==> config.mk <==
export PLATFORM = sky130hd
export DESIGN_NAME = midpoint_line_rasterizer
export DESIGN_NICKNAME = d
export VERILOG_FILES = /design/src/mlr_pkg.sv /design/src/midpoint_line_rasterizer.sv /design/src/mlr_front.sv /design/src/mlr_queue.sv /design/src/mlr_back.sv
export SDC_FILE = /design/constraint.sdc
export NUM_CORES = 1
export LEC_CHECK = 0
export ABC_AREA = 0
export BUFFER_PORTS_ARGS = -buffer_cell sky130_fd_sc_hd__buf_2
export CORE_MARGIN = 2
export CORE_UTILIZATION = 65
export DETAILED_ROUTE_END_ITERATION = 7
export GPL_ROUTABILITY_DRIVEN = 1
export PLACE_DENSITY_LB_ADDON = 0.2
export SYNTH_ARGS = -nofsm -noshare
export SYNTH_HDL_FRONTEND = slang
export SYNTH_SLANG_ARGS = --single-unit
==> constraint.sdc <==
create_clock -name clk -period 12.5 [get_ports clk]
set_clock_uncertainty 0.05 [all_clocks]
set_input_delay 2.5 -clock clk [delete_from_list [all_inputs] [get_ports clk]]
set_output_delay 2.5 -clock clk [all_outputs]
set_load 0.01 [all_outputs]
==> src/mlr_pkg.sv <==
`timescale 1ns / 1ps
// shared types, codes and zone mapping functions for the line rasterizer
package mlr_pkg;

	localparam int COORD_BITS = 12;
	localparam int DIFF_BITS  = COORD_BITS + 1;
	localparam int EAST_BITS  = COORD_BITS + 2;
	localparam int DEC_BITS   = COORD_BITS + 3;

	localparam logic ACTION_START   = 1'b0;
	localparam logic ACTION_ADVANCE = 1'b1;

	localparam logic [2:0] ZONE0 = 3'd0;
	localparam logic [2:0] ZONE1 = 3'd1;
	localparam logic [2:0] ZONE2 = 3'd2;
	localparam logic [2:0] ZONE3 = 3'd3;
	localparam logic [2:0] ZONE4 = 3'd4;
	localparam logic [2:0] ZONE5 = 3'd5;
	localparam logic [2:0] ZONE6 = 3'd6;
	localparam logic [2:0] ZONE7 = 3'd7;

	typedef logic signed [COORD_BITS-1:0] coord_t;

	typedef struct packed {
		logic   action;
		coord_t start_x;
		coord_t start_y;
		coord_t end_x;
		coord_t end_y;
	} line_req_t;

	typedef struct packed {
		coord_t     pixel_x;
		coord_t     pixel_y;
		logic [2:0] octant;
		logic       final_pixel;
	} pixel_t;

	// set-up results handed from the front part to the walker
	typedef struct packed {
		logic                        action;
		logic [2:0]                  zone;
		coord_t                      walk_x;
		coord_t                      walk_y;
		coord_t                      stop_x;
		logic signed [DEC_BITS-1:0]  decision;
		logic signed [EAST_BITS-1:0] east_step;
		logic signed [DEC_BITS-1:0]  ne_step;
		coord_t                      first_x;
		coord_t                      first_y;
		logic                        first_last;
	} step_cmd_t;

	typedef struct packed {
		coord_t a;
		coord_t b;
	} coord_pair_t;

	function automatic coord_pair_t to_zone0(logic [2:0] zone, coord_t x, coord_t y);
		coord_pair_t r;
		case (zone)
			ZONE0: r = '{a: x, b: y};
			ZONE1: r = '{a: y, b: x};
			ZONE2: r = '{a: y, b: -x};
			ZONE3: r = '{a: -x, b: y};
			ZONE4: r = '{a: -x, b: -y};
			ZONE5: r = '{a: -y, b: -x};
			ZONE6: r = '{a: -y, b: x};
			default: r = '{a: x, b: -y};
		endcase
		return r;
	endfunction

	function automatic coord_pair_t from_zone0(logic [2:0] zone, coord_t u, coord_t v);
		coord_pair_t r;
		case (zone)
			ZONE0: r = '{a: u, b: v};
			ZONE1: r = '{a: v, b: u};
			ZONE2: r = '{a: -v, b: u};
			ZONE3: r = '{a: -u, b: v};
			ZONE4: r = '{a: -u, b: -v};
			ZONE5: r = '{a: -v, b: -u};
			ZONE6: r = '{a: v, b: -u};
			default: r = '{a: u, b: -v};
		endcase
		return r;
	endfunction

endpackage

==> src/midpoint_line_rasterizer.sv <==
`timescale 1ns / 1ps
// top: midpoint line rasterizer, eight-zone symmetry, one pixel per unstalled clock
// path: a request passes the classify stage, set-up stage, command queue and
//   output register before its pixel appears on the output
// throughput: one request and one pixel per cycle while pixel_ready holds; the
//   walker updates the decision value and steps the position for each pixel
// reset: arst_n clears all valid flags, empties the queue and drops any active line
module midpoint_line_rasterizer #(
	parameter int QUEUE_DEPTH = 2
) (
	input  logic               clk,
	input  logic               arst_n,
	input  logic               req_valid,
	output logic               req_ready,
	input  mlr_pkg::line_req_t req,
	output logic               pixel_valid,
	input  logic               pixel_ready,
	output mlr_pkg::pixel_t    pixel
);
	import mlr_pkg::*;

	logic front_valid;
	logic front_ready;
	step_cmd_t front_cmd;
	logic queue_valid;
	logic queue_ready;
	step_cmd_t queue_cmd;

	mlr_front u_front (
		.clk       (clk),
		.arst_n    (arst_n),
		.req_valid (req_valid),
		.req_ready (req_ready),
		.req       (req),
		.cmd_valid (front_valid),
		.cmd_ready (front_ready),
		.cmd       (front_cmd)
	);

	mlr_queue #(
		.DEPTH (QUEUE_DEPTH)
	) u_queue (
		.clk        (clk),
		.arst_n     (arst_n),
		.push_valid (front_valid),
		.push_ready (front_ready),
		.push_data  (front_cmd),
		.pop_valid  (queue_valid),
		.pop_ready  (queue_ready),
		.pop_data   (queue_cmd)
	);

	mlr_back u_back (
		.clk         (clk),
		.arst_n      (arst_n),
		.cmd_valid   (queue_valid),
		.cmd_ready   (queue_ready),
		.cmd         (queue_cmd),
		.pixel_valid (pixel_valid),
		.pixel_ready (pixel_ready),
		.pixel       (pixel)
	);

endmodule

==> src/mlr_front.sv <==
`timescale 1ns / 1ps
// front part: takes requests, classifies the zone and sets up the decision terms
module mlr_front (
	input  logic              clk,
	input  logic              arst_n,
	input  logic              req_valid,
	output logic              req_ready,
	input  mlr_pkg::line_req_t req,
	output logic              cmd_valid,
	input  logic              cmd_ready,
	output mlr_pkg::step_cmd_t cmd
);
	import mlr_pkg::*;

	typedef struct packed {
		logic       action;
		logic [2:0] zone;
		coord_t     x0;
		coord_t     y0;
		coord_t     x1;
		coord_t     y1;
	} classed_t;

	// most negative code folds onto its neighbor so every mirror fits
	function automatic coord_t clamp_coord(coord_t c);
		coord_t r;
		r = c;
		if (c == {1'b1, {(COORD_BITS-1){1'b0}}}) begin
			r = {1'b1, {(COORD_BITS-2){1'b0}}, 1'b1};
		end
		return r;
	endfunction

	classed_t classed;
	classed_t classed_s1;
	logic valid_s1;
	logic ready_s1;
	logic ready_s2;

	logic signed [DIFF_BITS-1:0] dx;
	logic signed [DIFF_BITS-1:0] dy;
	logic [DIFF_BITS-1:0] abs_dx;
	logic [DIFF_BITS-1:0] abs_dy;
	logic flat;
	logic dx_neg;
	logic dy_neg;
	logic dx_le0;
	logic dy_le0;

	// stage 1: clamp and classify
	always_comb begin
		classed.action = req.action;
		classed.x0 = clamp_coord(req.start_x);
		classed.y0 = clamp_coord(req.start_y);
		classed.x1 = clamp_coord(req.end_x);
		classed.y1 = clamp_coord(req.end_y);
		dx = DIFF_BITS'(classed.x1) - DIFF_BITS'(classed.x0);
		dy = DIFF_BITS'(classed.y1) - DIFF_BITS'(classed.y0);
		dx_neg = dx[DIFF_BITS-1];
		dy_neg = dy[DIFF_BITS-1];
		dx_le0 = dx_neg || (dx == '0);
		dy_le0 = dy_neg || (dy == '0);
		abs_dx = dx_neg ? -dx : dx;
		abs_dy = dy_neg ? -dy : dy;
		flat = abs_dx > abs_dy;
		if (!dx_neg && !dy_neg) begin
			classed.zone = flat ? ZONE0 : ZONE1;
		end else if (dx_le0 && !dy_neg) begin
			classed.zone = flat ? ZONE3 : ZONE2;
		end else if (dx_le0 && dy_le0) begin
			classed.zone = flat ? ZONE4 : ZONE5;
		end else begin
			classed.zone = flat ? ZONE7 : ZONE6;
		end
	end

	assign ready_s1 = !valid_s1 || ready_s2;
	assign req_ready = ready_s1;

	always_ff @(posedge clk or negedge arst_n) begin
		if (!arst_n) begin
			valid_s1 <= 1'b0;
		end else if (ready_s1) begin
			valid_s1 <= req_valid;
		end
	end

	always_ff @(posedge clk) begin
		if (req_valid && ready_s1) begin
			classed_s1 <= classed;
		end
	end

	// stage 2: map into zone 0 and build the decision terms
	coord_pair_t p0;
	coord_pair_t p1;
	logic signed [DIFF_BITS-1:0] du;
	logic signed [DIFF_BITS-1:0] dv;
	logic signed [EAST_BITS-1:0] dv_minus_du;
	step_cmd_t setup;
	step_cmd_t cmd_s2;
	logic valid_s2;

	always_comb begin
		p0 = to_zone0(classed_s1.zone, classed_s1.x0, classed_s1.y0);
		p1 = to_zone0(classed_s1.zone, classed_s1.x1, classed_s1.y1);
		du = DIFF_BITS'(p1.a) - DIFF_BITS'(p0.a);
		dv = DIFF_BITS'(p1.b) - DIFF_BITS'(p0.b);
		dv_minus_du = EAST_BITS'(dv) - EAST_BITS'(du);
		setup.action = classed_s1.action;
		setup.zone = classed_s1.zone;
		setup.walk_x = p0.a;
		setup.walk_y = p0.b;
		setup.stop_x = p1.a;
		setup.east_step = {dv, 1'b0};
		setup.ne_step = {dv_minus_du, 1'b0};
		setup.decision = DEC_BITS'(setup.east_step) - DEC_BITS'(du);
		setup.first_x = classed_s1.x0;
		setup.first_y = classed_s1.y0;
		setup.first_last = du == '0;
	end

	assign ready_s2 = !valid_s2 || cmd_ready;

	always_ff @(posedge clk or negedge arst_n) begin
		if (!arst_n) begin
			valid_s2 <= 1'b0;
		end else if (ready_s2) begin
			valid_s2 <= valid_s1;
		end
	end

	always_ff @(posedge clk) begin
		if (valid_s1 && ready_s2) begin
			cmd_s2 <= setup;
		end
	end

	assign cmd_valid = valid_s2;
	assign cmd = cmd_s2;

endmodule

==> src/mlr_queue.sv <==
`timescale 1ns / 1ps
// short command queue between the set-up front and the pixel walker
module mlr_queue #(
	parameter int DEPTH = 2
) (
	input  logic               clk,
	input  logic               arst_n,
	input  logic               push_valid,
	output logic               push_ready,
	input  mlr_pkg::step_cmd_t push_data,
	output logic               pop_valid,
	input  logic               pop_ready,
	output mlr_pkg::step_cmd_t pop_data
);
	import mlr_pkg::*;

	localparam int PTR_W = $clog2(DEPTH);
	localparam int CNT_W = $clog2(DEPTH + 1);

	step_cmd_t slot_q [DEPTH];
	logic [PTR_W-1:0] wr_ptr_q;
	logic [PTR_W-1:0] rd_ptr_q;
	logic [CNT_W-1:0] count_q;
	logic push_fire;
	logic pop_fire;

	assign push_ready = count_q != CNT_W'(DEPTH);
	assign pop_valid = count_q != '0;
	assign pop_data = slot_q[rd_ptr_q];
	assign push_fire = push_valid && push_ready;
	assign pop_fire = pop_valid && pop_ready;

	always_ff @(posedge clk or negedge arst_n) begin
		if (!arst_n) begin
			wr_ptr_q <= '0;
			rd_ptr_q <= '0;
			count_q <= '0;
		end else begin
			if (push_fire) begin
				wr_ptr_q <= (wr_ptr_q == PTR_W'(DEPTH - 1)) ? '0 : wr_ptr_q + 1'b1;
			end
			if (pop_fire) begin
				rd_ptr_q <= (rd_ptr_q == PTR_W'(DEPTH - 1)) ? '0 : rd_ptr_q + 1'b1;
			end
			case ({push_fire, pop_fire})
				2'b10: count_q <= count_q + 1'b1;
				2'b01: count_q <= count_q - 1'b1;
				default: count_q <= count_q;
			endcase
		end
	end

	always_ff @(posedge clk) begin
		if (push_fire) begin
			slot_q[wr_ptr_q] <= push_data;
		end
	end

	a_count_bound: assert property (@(posedge clk) disable iff (!arst_n)
		count_q <= CNT_W'(DEPTH))
		else $error("queue count above depth");

	a_pop_only: assert property (@(posedge clk) disable iff (!arst_n)
		(pop_fire && !push_fire) |=> count_q == $past(count_q) - 1'b1)
		else $error("queue count did not drop on pop");

endmodule

==> src/mlr_back.sv <==
`timescale 1ns / 1ps
// back part: holds the active line, steps the decision value, registers pixels
module mlr_back (
	input  logic               clk,
	input  logic               arst_n,
	input  logic               cmd_valid,
	output logic               cmd_ready,
	input  mlr_pkg::step_cmd_t cmd,
	output logic               pixel_valid,
	input  logic               pixel_ready,
	output mlr_pkg::pixel_t    pixel
);
	import mlr_pkg::*;

	logic active_q;
	coord_t walk_x_q;
	coord_t walk_y_q;
	coord_t stop_x_q;
	logic signed [DEC_BITS-1:0] decision_q;
	logic signed [EAST_BITS-1:0] east_q;
	logic signed [DEC_BITS-1:0] ne_q;
	logic [2:0] zone_q;
	logic out_valid_q;
	pixel_t pixel_q;

	logic take;
	logic is_start;
	logic produce;
	logic step_ne;
	coord_t next_x;
	coord_t next_y;
	logic signed [DEC_BITS-1:0] next_dec;
	logic adv_last;
	coord_pair_t adv_xy;

	assign cmd_ready = !out_valid_q || pixel_ready;
	assign take = cmd_valid && cmd_ready;
	assign is_start = cmd.action == ACTION_START;
	// an advance with no line in flight is consumed silently
	assign produce = take && (is_start || active_q);

	always_comb begin
		step_ne = !decision_q[DEC_BITS-1];
		next_x = walk_x_q + coord_t'(1);
		next_y = step_ne ? walk_y_q + coord_t'(1) : walk_y_q;
		next_dec = decision_q + (step_ne ? ne_q : DEC_BITS'(east_q));
		adv_last = next_x >= stop_x_q;
		adv_xy = from_zone0(zone_q, next_x, next_y);
	end

	always_ff @(posedge clk or negedge arst_n) begin
		if (!arst_n) begin
			active_q <= 1'b0;
			out_valid_q <= 1'b0;
		end else begin
			if (produce) begin
				out_valid_q <= 1'b1;
			end else if (pixel_ready) begin
				out_valid_q <= 1'b0;
			end
			if (take && is_start) begin
				active_q <= !cmd.first_last;
			end else if (produce) begin
				active_q <= !adv_last;
			end
		end
	end

	always_ff @(posedge clk) begin
		if (take && is_start) begin
			walk_x_q <= cmd.walk_x;
			walk_y_q <= cmd.walk_y;
			stop_x_q <= cmd.stop_x;
			decision_q <= cmd.decision;
			east_q <= cmd.east_step;
			ne_q <= cmd.ne_step;
			zone_q <= cmd.zone;
			pixel_q <= '{pixel_x: cmd.first_x, pixel_y: cmd.first_y,
				octant: cmd.zone, final_pixel: cmd.first_last};
		end else if (produce) begin
			walk_x_q <= next_x;
			walk_y_q <= next_y;
			decision_q <= next_dec;
			pixel_q <= '{pixel_x: adv_xy.a, pixel_y: adv_xy.b,
				octant: zone_q, final_pixel: adv_last};
		end
	end

	assign pixel_valid = out_valid_q;
	assign pixel = pixel_q;

	a_walk_before_stop: assert property (@(posedge clk) disable iff (!arst_n)
		active_q |-> walk_x_q < stop_x_q)
		else $error("active line walked past its end");

	a_idle_advance_silent: assert property (@(posedge clk) disable iff (!arst_n)
		(take && !is_start && !active_q) |=> !out_valid_q)
		else $error("advance without a line produced a pixel");

	a_final_ends_line: assert property (@(posedge clk) disable iff (!arst_n)
		produce |=> active_q == !pixel_q.final_pixel)
		else $error("line state disagrees with final flag");

endmodule
==> results of run 1 <==
-- layer usage --
metal / part of all wire / track usage / vias up / routed length (um)
met3: 0.073 / 0.0445 / 147 / 5020
li1: - / - / 9239 / -
met1: 0.41 / 0.427 / 9620 / 28400
met2: 0.48 / 0.511 / 799 / 32800
met4: 0.040 / 0.139 / 0 / 2750
met5: 0 / 0 / - / 0
-- per-stage QoR --
step | utilization | hold WS, ps
3_3_place_gp | 0.675 | 364
2_1_floorplan | - | 350
6_report | 0.715 | 339
3_5_place_dp | 0.675 | 362
4_1_cts | 0.715 | 341
5_1_grt | 0.715 | 362
-- state kept, by name (all words and copies together), names as in the netlist, 12 cells and up --
signal	count
u_queue.slot_q	212
u_front.cmd	106
u_front.classed_s1	52
u_back.pixel	28
u_back.decision_q	14
u_back.ne_q	14
u_back.east_q	13
u_back.stop_x_q	12
u_back.walk_x_q	12
u_back.walk_y_q	12
-- worst max-delay path by stage --
stage	slack (ps)	cells past startpoint	from	end
after floorplan	5400	22	req[41]	u_front.classed_s1[48]$_DFFE_PP_
after global placement	4910	22	req[17]	u_front.classed_s1[48]$_DFFE_PP_
after detailed placement	4770	22	req[17]	u_front.classed_s1[48]$_DFFE_PP_
after CTS	5370	22	req[17]	u_front.classed_s1[48]$_DFFE_PP_
after global routing	4930	22	req[17]	u_front.classed_s1[48]$_DFFE_PP_
final	5360	20	u_front.classed_s1[49]$_SDFFCE_PP0P_	u_front.cmd[67]$_DFFE_PP_
-- worst max-delay path, delay by kind of cell (launching register included) --
| family | cells | cell delay (ps) |
|---|---|---|
| AO/OA/AOI/OAI | 8 | 2590 |
| AND/OR/NAND/NOR | 4 | 1460 |
| adder cells (fa/ha/maj) | 3 | 1040 |
| buffers and inverters | 3 | 890 |
| XOR/XNOR | 2 | 530 |
| flip-flops | 1 | 320 |
-- kinds of logic after synthesis --
group / count (synthesis) / share of synthesized area
buffers and inverters: 297 / 0.0405
AOI/OAI and AO/OA: 589 / 0.142
adders and majority gates: 127 / 0.0592
and+or+nand+nor: 667 / 0.120
muxes: 152 / 0.0610
xor gates and xnor gates: 167 / 0.0527
DFF: 486 / 0.525
-- layout make-up --
type	instances	area, sq um
clock buffer	64	1300
fill	2944	12000
multi-input combinational	1702	12100
timing repair buffer	108	606
clock inverter	26	398
inverter	119	448
sequential	486	14600
tap	539	674
-- Yosys cell counts, types with 44 or more instances --
cell type    n  share of area
o21ai_0    125          0.023
nand3_1     46         0.0083
clkbuf_1   152          0.021
inv_1      115          0.016
a21oi_1    136          0.025
nor3_1      48         0.0087
a211oi_1    48          0.013
nor2b_1     44         0.0099
xor2_1      62          0.020
nor2_1     181          0.024
ha_1       120          0.054
mux2i_1     79          0.029
edfxtp_1   478           0.52
mux2_2      66          0.027
xnor2_1    105          0.033
nand2_1    162          0.022
==> qor.yml, run 1 <==
via_per_inst: 6.51
portBuffers: 82
stdcell_count: 3044
dieArea_sq_um: 44300
rows: 75
ys_async_sr_fraction: 0.0165
synthDistinctLibCells: 84
slew_violations: 0
syn_nets: 2665
grt_overflow: 0
fin_crit_ps: 7140
place_ws_ps: 4770
synthFlopType: "edfxtp_1"
final_area_sq_um: 30100
clk_latency_ps: 620
cts_resized: 0
numCtsBuffers: 49
drtIter0Drc: 2018
cts_setup_buffers: 0
drt_pass1_iterations: 6
syn2layout_area_growth_pct: 8.39
final_common_cell: "edfxtp_1"
ios: 83
grt_usage: 0.315
synth_edf_count: 478
rrSetupSlack_ps: 5360
whs_endpoint: "u_front.cmd[108]$_DFFE_PP_"
crit_path_start_kind: "register"
hold_viol: 0
min_path_type: "reg -> reg"
holdCritStartpoint: "u_front.classed_s1[51]$_DFFE_PP_"
setup_ws_ps: 5360
start_util: 0.660
cpPeakStageDelay_ps: 670
drive_above_1_share: 0.117
drc: 0
antenna_left: 0
vias: 19800
dp_hpwl_um: 48700
grt_pass1_vias: 19100
h-tree-depth: 2
rsz0062_at_grt: "no"
avgSynthCellArea_sq_um: 11.2
coreArea_sq_um: 42000
worstMarginPinSlew_ps: 1110
setup_violations: 0
wl_um: 68900
whs_path_depth: 0
cts.clk_slew.worst_paths_ps: 60
tns_ps: 0
timing.rr.end: "u_front.cmd[67]$_DFFE_PP_"
drv_cap: 0
fin_crit_sh: 0.572
placed_area_sq_um: 28400
required_ps: 12810
reg2regPathDepth: 20
clock_path_buffers: 3
slew_headroom: 0.250
path_class: "reg -> reg"
cts_hold_buffers: 0
slowest_stage: "nand2_1"
arrival_ps: 7460
cts_tree: "done"
grt_max_degree: 89
cp_cell_sequence: "buf_4, clkinv_1, nand2_1, nand2_1, a21oi_1, ha_1, inv_1, fa_1, a21oi_1, o21ai_0, a2111oi_0, nor2_1, xnor2_1, ha_1, and2_1, a22o_1, a311o_1, a31o_2, a21o_1, xnor2_1"
ys_seq_area_frac: 0.525
antenna_found_initial: 1
synth_area_sq_um: 27700
crit_path_end_kind: "register"
yosysWarningCount: 0
routedWlPerCell_um: 22.6
r2r-start: "u_front.classed_s1[49]$_SDFFCE_PP0P_"
insertedDiodeCount: 0
run_status: "finished clean"
die-height_um: 211
layout_common_cells: "edfxtp_1 (478), nor2_1 (180), nand2_1 (161), a21oi_1 (136), o21ai_0 (125)"
syn-instance-count: 2485
cts_root_buffer: "clkbuf_16"
ys_seq_elements: 486
die_w_um: 211
final_nets: 2646
clock_sinks: 486
dp.cells: 2954
fmax_mhz: 140
gp_congestion: 0.946
path_max_fanout: 76
grt_pass1_wl_um: 107000
Power of run 1 is not shown: default switching activity piles up to over one toggle a cycle in this logic, so the estimate is an artifact.
==> inputs of run 2 (changes only) <==
ABC_AREA = 1   (was 0)
CORE_UTILIZATION = 63   (was 65)
clock period = 7.4 ns   (was 12.5 ns; I/O delays follow)
==> run 2 against run 1 <==
Core utilization is 1.6 points lower. First-iteration DRC count increased by 12%. Cell count is 10% higher. Die area shrank 2.6%. Wire length grew 3.4%. Critical endpoint is now u_front.cmd[39]$_DFFE_PP_.
==> qor.yml, run 2 <==
cts_root_buffer: "clkbuf_16"
cts_resized: 0  # unchanged
yosysTopAreaCell: "edfxtp_1"
via_per_inst: 5.99  # -8.0%
avgSynthCellArea_sq_um: 9.57  # -14%
syn2layout_area_growth_pct: 9.35
ys_seq_elements: 486  # unchanged
die-height_um: 208  # -1.3%
numCtsBuffers: 48  # -2.0%
ys_async_sr_fraction: 0.0165  # unchanged
drc: 0  # unchanged
drv_cap: 0  # unchanged
antenna_left: 0  # unchanged
final_nets: 2969  # +12%
cts_hold_buffers: 0  # unchanged
final_common_cell: "nand2_1"
drt_pass1_iterations: 6  # unchanged
rsz0062_at_grt: "no"
ys_seq_area_frac: 0.556  # +0.0313
crit_path_end_kind: "register"
gp_congestion: 0.947  # +0.13%
top_register: "u_queue.slot_q"
h-tree-depth: 2  # unchanged
setup_ws_ps: 1340  # -4020 ps
fin_crit_sh: 0.819  # +0.247
clock_path_buffers: 3  # unchanged
dp_hpwl_um: 51700  # +6.2%
portBuffers: 82  # unchanged
yosysTopAreaCellShare: 0.548  # +0.0309
worstMarginPinSlew_ps: 1060  # -54.5 ps
start_util: 0.640  # -0.0202
tns_ps: 0  # unchanged
cts_setup_buffers: 0  # unchanged
synth.most_common_cell: "nand2_1"
antenna_found_initial: 1  # unchanged
path_max_fanout: 13  # -83%
grt_usage: 0.330  # +0.0150
vias: 20100  # +1.6%
path_class: "reg -> reg"
fmax_mhz: 165  # +18%
grt_pass1_wl_um: 110000  # +2.2%
syn_nets: 2914  # +9.3%
crit_path_start_kind: "register"
layout_common_cells: "nand2_1 (763), edfxtp_1 (478), inv_1 (353), nor2_1 (153), nand3_1 (136)"
grt_overflow: 0  # unchanged
cts_tree: "done"
min_path_type: "reg -> reg"
rows: 74  # -1.3%
synthFlopType: "edfxtp_1"
slew_violations: 0  # unchanged
clock_sinks: 486  # unchanged
syn-instance-count: 2734  # +10%
die_w_um: 208  # -1.3%
insertedDiodeCount: 0  # unchanged
wl_um: 71200  # +3.4%
grt_max_degree: 75  # -16%
yosysWarningCount: 0  # unchanged
drive_above_1_share: 0.0799  # -0.0371
synth_area_sq_um: 26200  # -5.6%
required_ps: 7680  # -5130 ps
netlist_top_cells_count: "nand2_1 (763), edfxtp_1 (478), inv_1 (357), nor2_1 (155), nand3_1 (136)"
synth_edf_count: 478  # unchanged
run_status: "finished clean"
routedWlPerCell_um: 21.2  # -6.4%
coreArea_sq_um: 40900  # -2.7%
synthDistinctLibCells: 59  # -30%
setup_violations: 0  # unchanged
drtIter0Drc: 2268  # +12%
grt_pass1_vias: 19600  # +2.6%
dieArea_sq_um: 43200  # -2.6%
slew_headroom: 0.294  # +0.0442
largest_reg_flops: 212  # unchanged
ios: 83  # unchanged
cts.clk_slew.worst_paths_ps: 70  # about the same
place_ws_ps: 1610  # -3150 ps
fin_crit_ps: 6060  # -1080 ps
ys_top_cells_by_area: "edfxtp_1 (55%), nand2_1 (11%), ha_1 (5.7%)"
clk_latency_ps: 610  # about the same
arrival_ps: 6340  # -1120 ps
hold_viol: 0  # unchanged
[run 2: cell count changes after synthesis, sizes merged, moves of 43 or more]
cell	change
a211oi	-43
mux2	-66
inv	+248
nor2b	-44
xnor2	-74
nand3	+93
nand2	+607
clkbuf	-69
mux2i	-76
[run 2: area by class of cell]
cell class,count,area (sq um)
sequential,486,14600
fill,2911,12300
multi-input combinational,1787,9880
inverter,365,1380
clock buffer,57,1230
tap,532,666
timing repair buffer,101,553
clock inverter,32,350
[run 2: critical path: stages (launching register included)]
cell and delay (ps):
edfxtp_1 450, nor2_1 140, inv_1 80, nand2_1 360, nor2_2 210, inv_1 490
o22ai_1 140, a221oi_1 740, ha_1 330, nand2_1 70, inv_1 70, nand3_1 60
o21ai_0 340, nand2_1 100, nand2_1 80, nand2_1 50, nand2_1 80, nand2_1 70
a22oi_1 230, inv_1 120, ha_1 500, inv_1 150, nor3_1 320, nand2_1 90
o21ai_0 370, xor2_1 110
[run 2: kinds of logic (layout without fill, tap and decap cells)]
group	count (synthesis)	in the layout	synth area share
fa+ha+maj	127	127	0.0627
flops	486	486	0.556
mux	3	3	0.00115
simple gates	1181	1181	0.190
xor+xnor	110	110	0.0375
compound gates	366	366	0.0855
buf+inv	461	555	0.0671
[run 2: worst paths after layout]
path,slack [ps],startpoint,endpoint,depth (start not counted)
setup / recovery,1340,u_front.classed_s1[48]$_DFFE_PP_,u_front.cmd[39]$_DFFE_PP_,25
hold / removal,380,u_front.classed_s1[51]$_DFFE_PP_,u_front.cmd[108]$_DFFE_PP_,0
setup reg to reg,1340,u_front.classed_s1[48]$_DFFE_PP_,u_front.cmd[39]$_DFFE_PP_,25
hold reg to reg,380,u_front.classed_s1[51]$_DFFE_PP_,u_front.cmd[108]$_DFFE_PP_,0
max in group asynchronous,6430,arst_n,u_queue.rd_ptr_q$_DFFE_PN0P_,1
min in group asynchronous,680,arst_n,u_back.active_q$_DFFE_PN0P_,1
[run 2: stage by stage]
| step | std cells | util | hold slack [ps] | cell area, sq um |
|---|---|---|---|---|
| finish | 3360 | 0.699 | 385 | 28600 |
| global route | 3360 | 0.699 | 397 | 28600 |
| CTS | 3360 | 0.699 | 390 | 28600 |
| detailed placement | 3271 | 0.661 | 375 | 27000 |
| global placement | 3271 | 0.661 | 368 | 27000 |
| floorplan | 2734 | - | 350 | 26200 |
[run 2: metal layers]
layer | GRT usage | share of wire
met5 | 0 | 0.00018
met4 | 0.152 | 0.047
met3 | 0.0496 | 0.086
met2 | 0.532 | 0.47
met1 | 0.445 | 0.40
Power of run 2 is left out for the same reason.
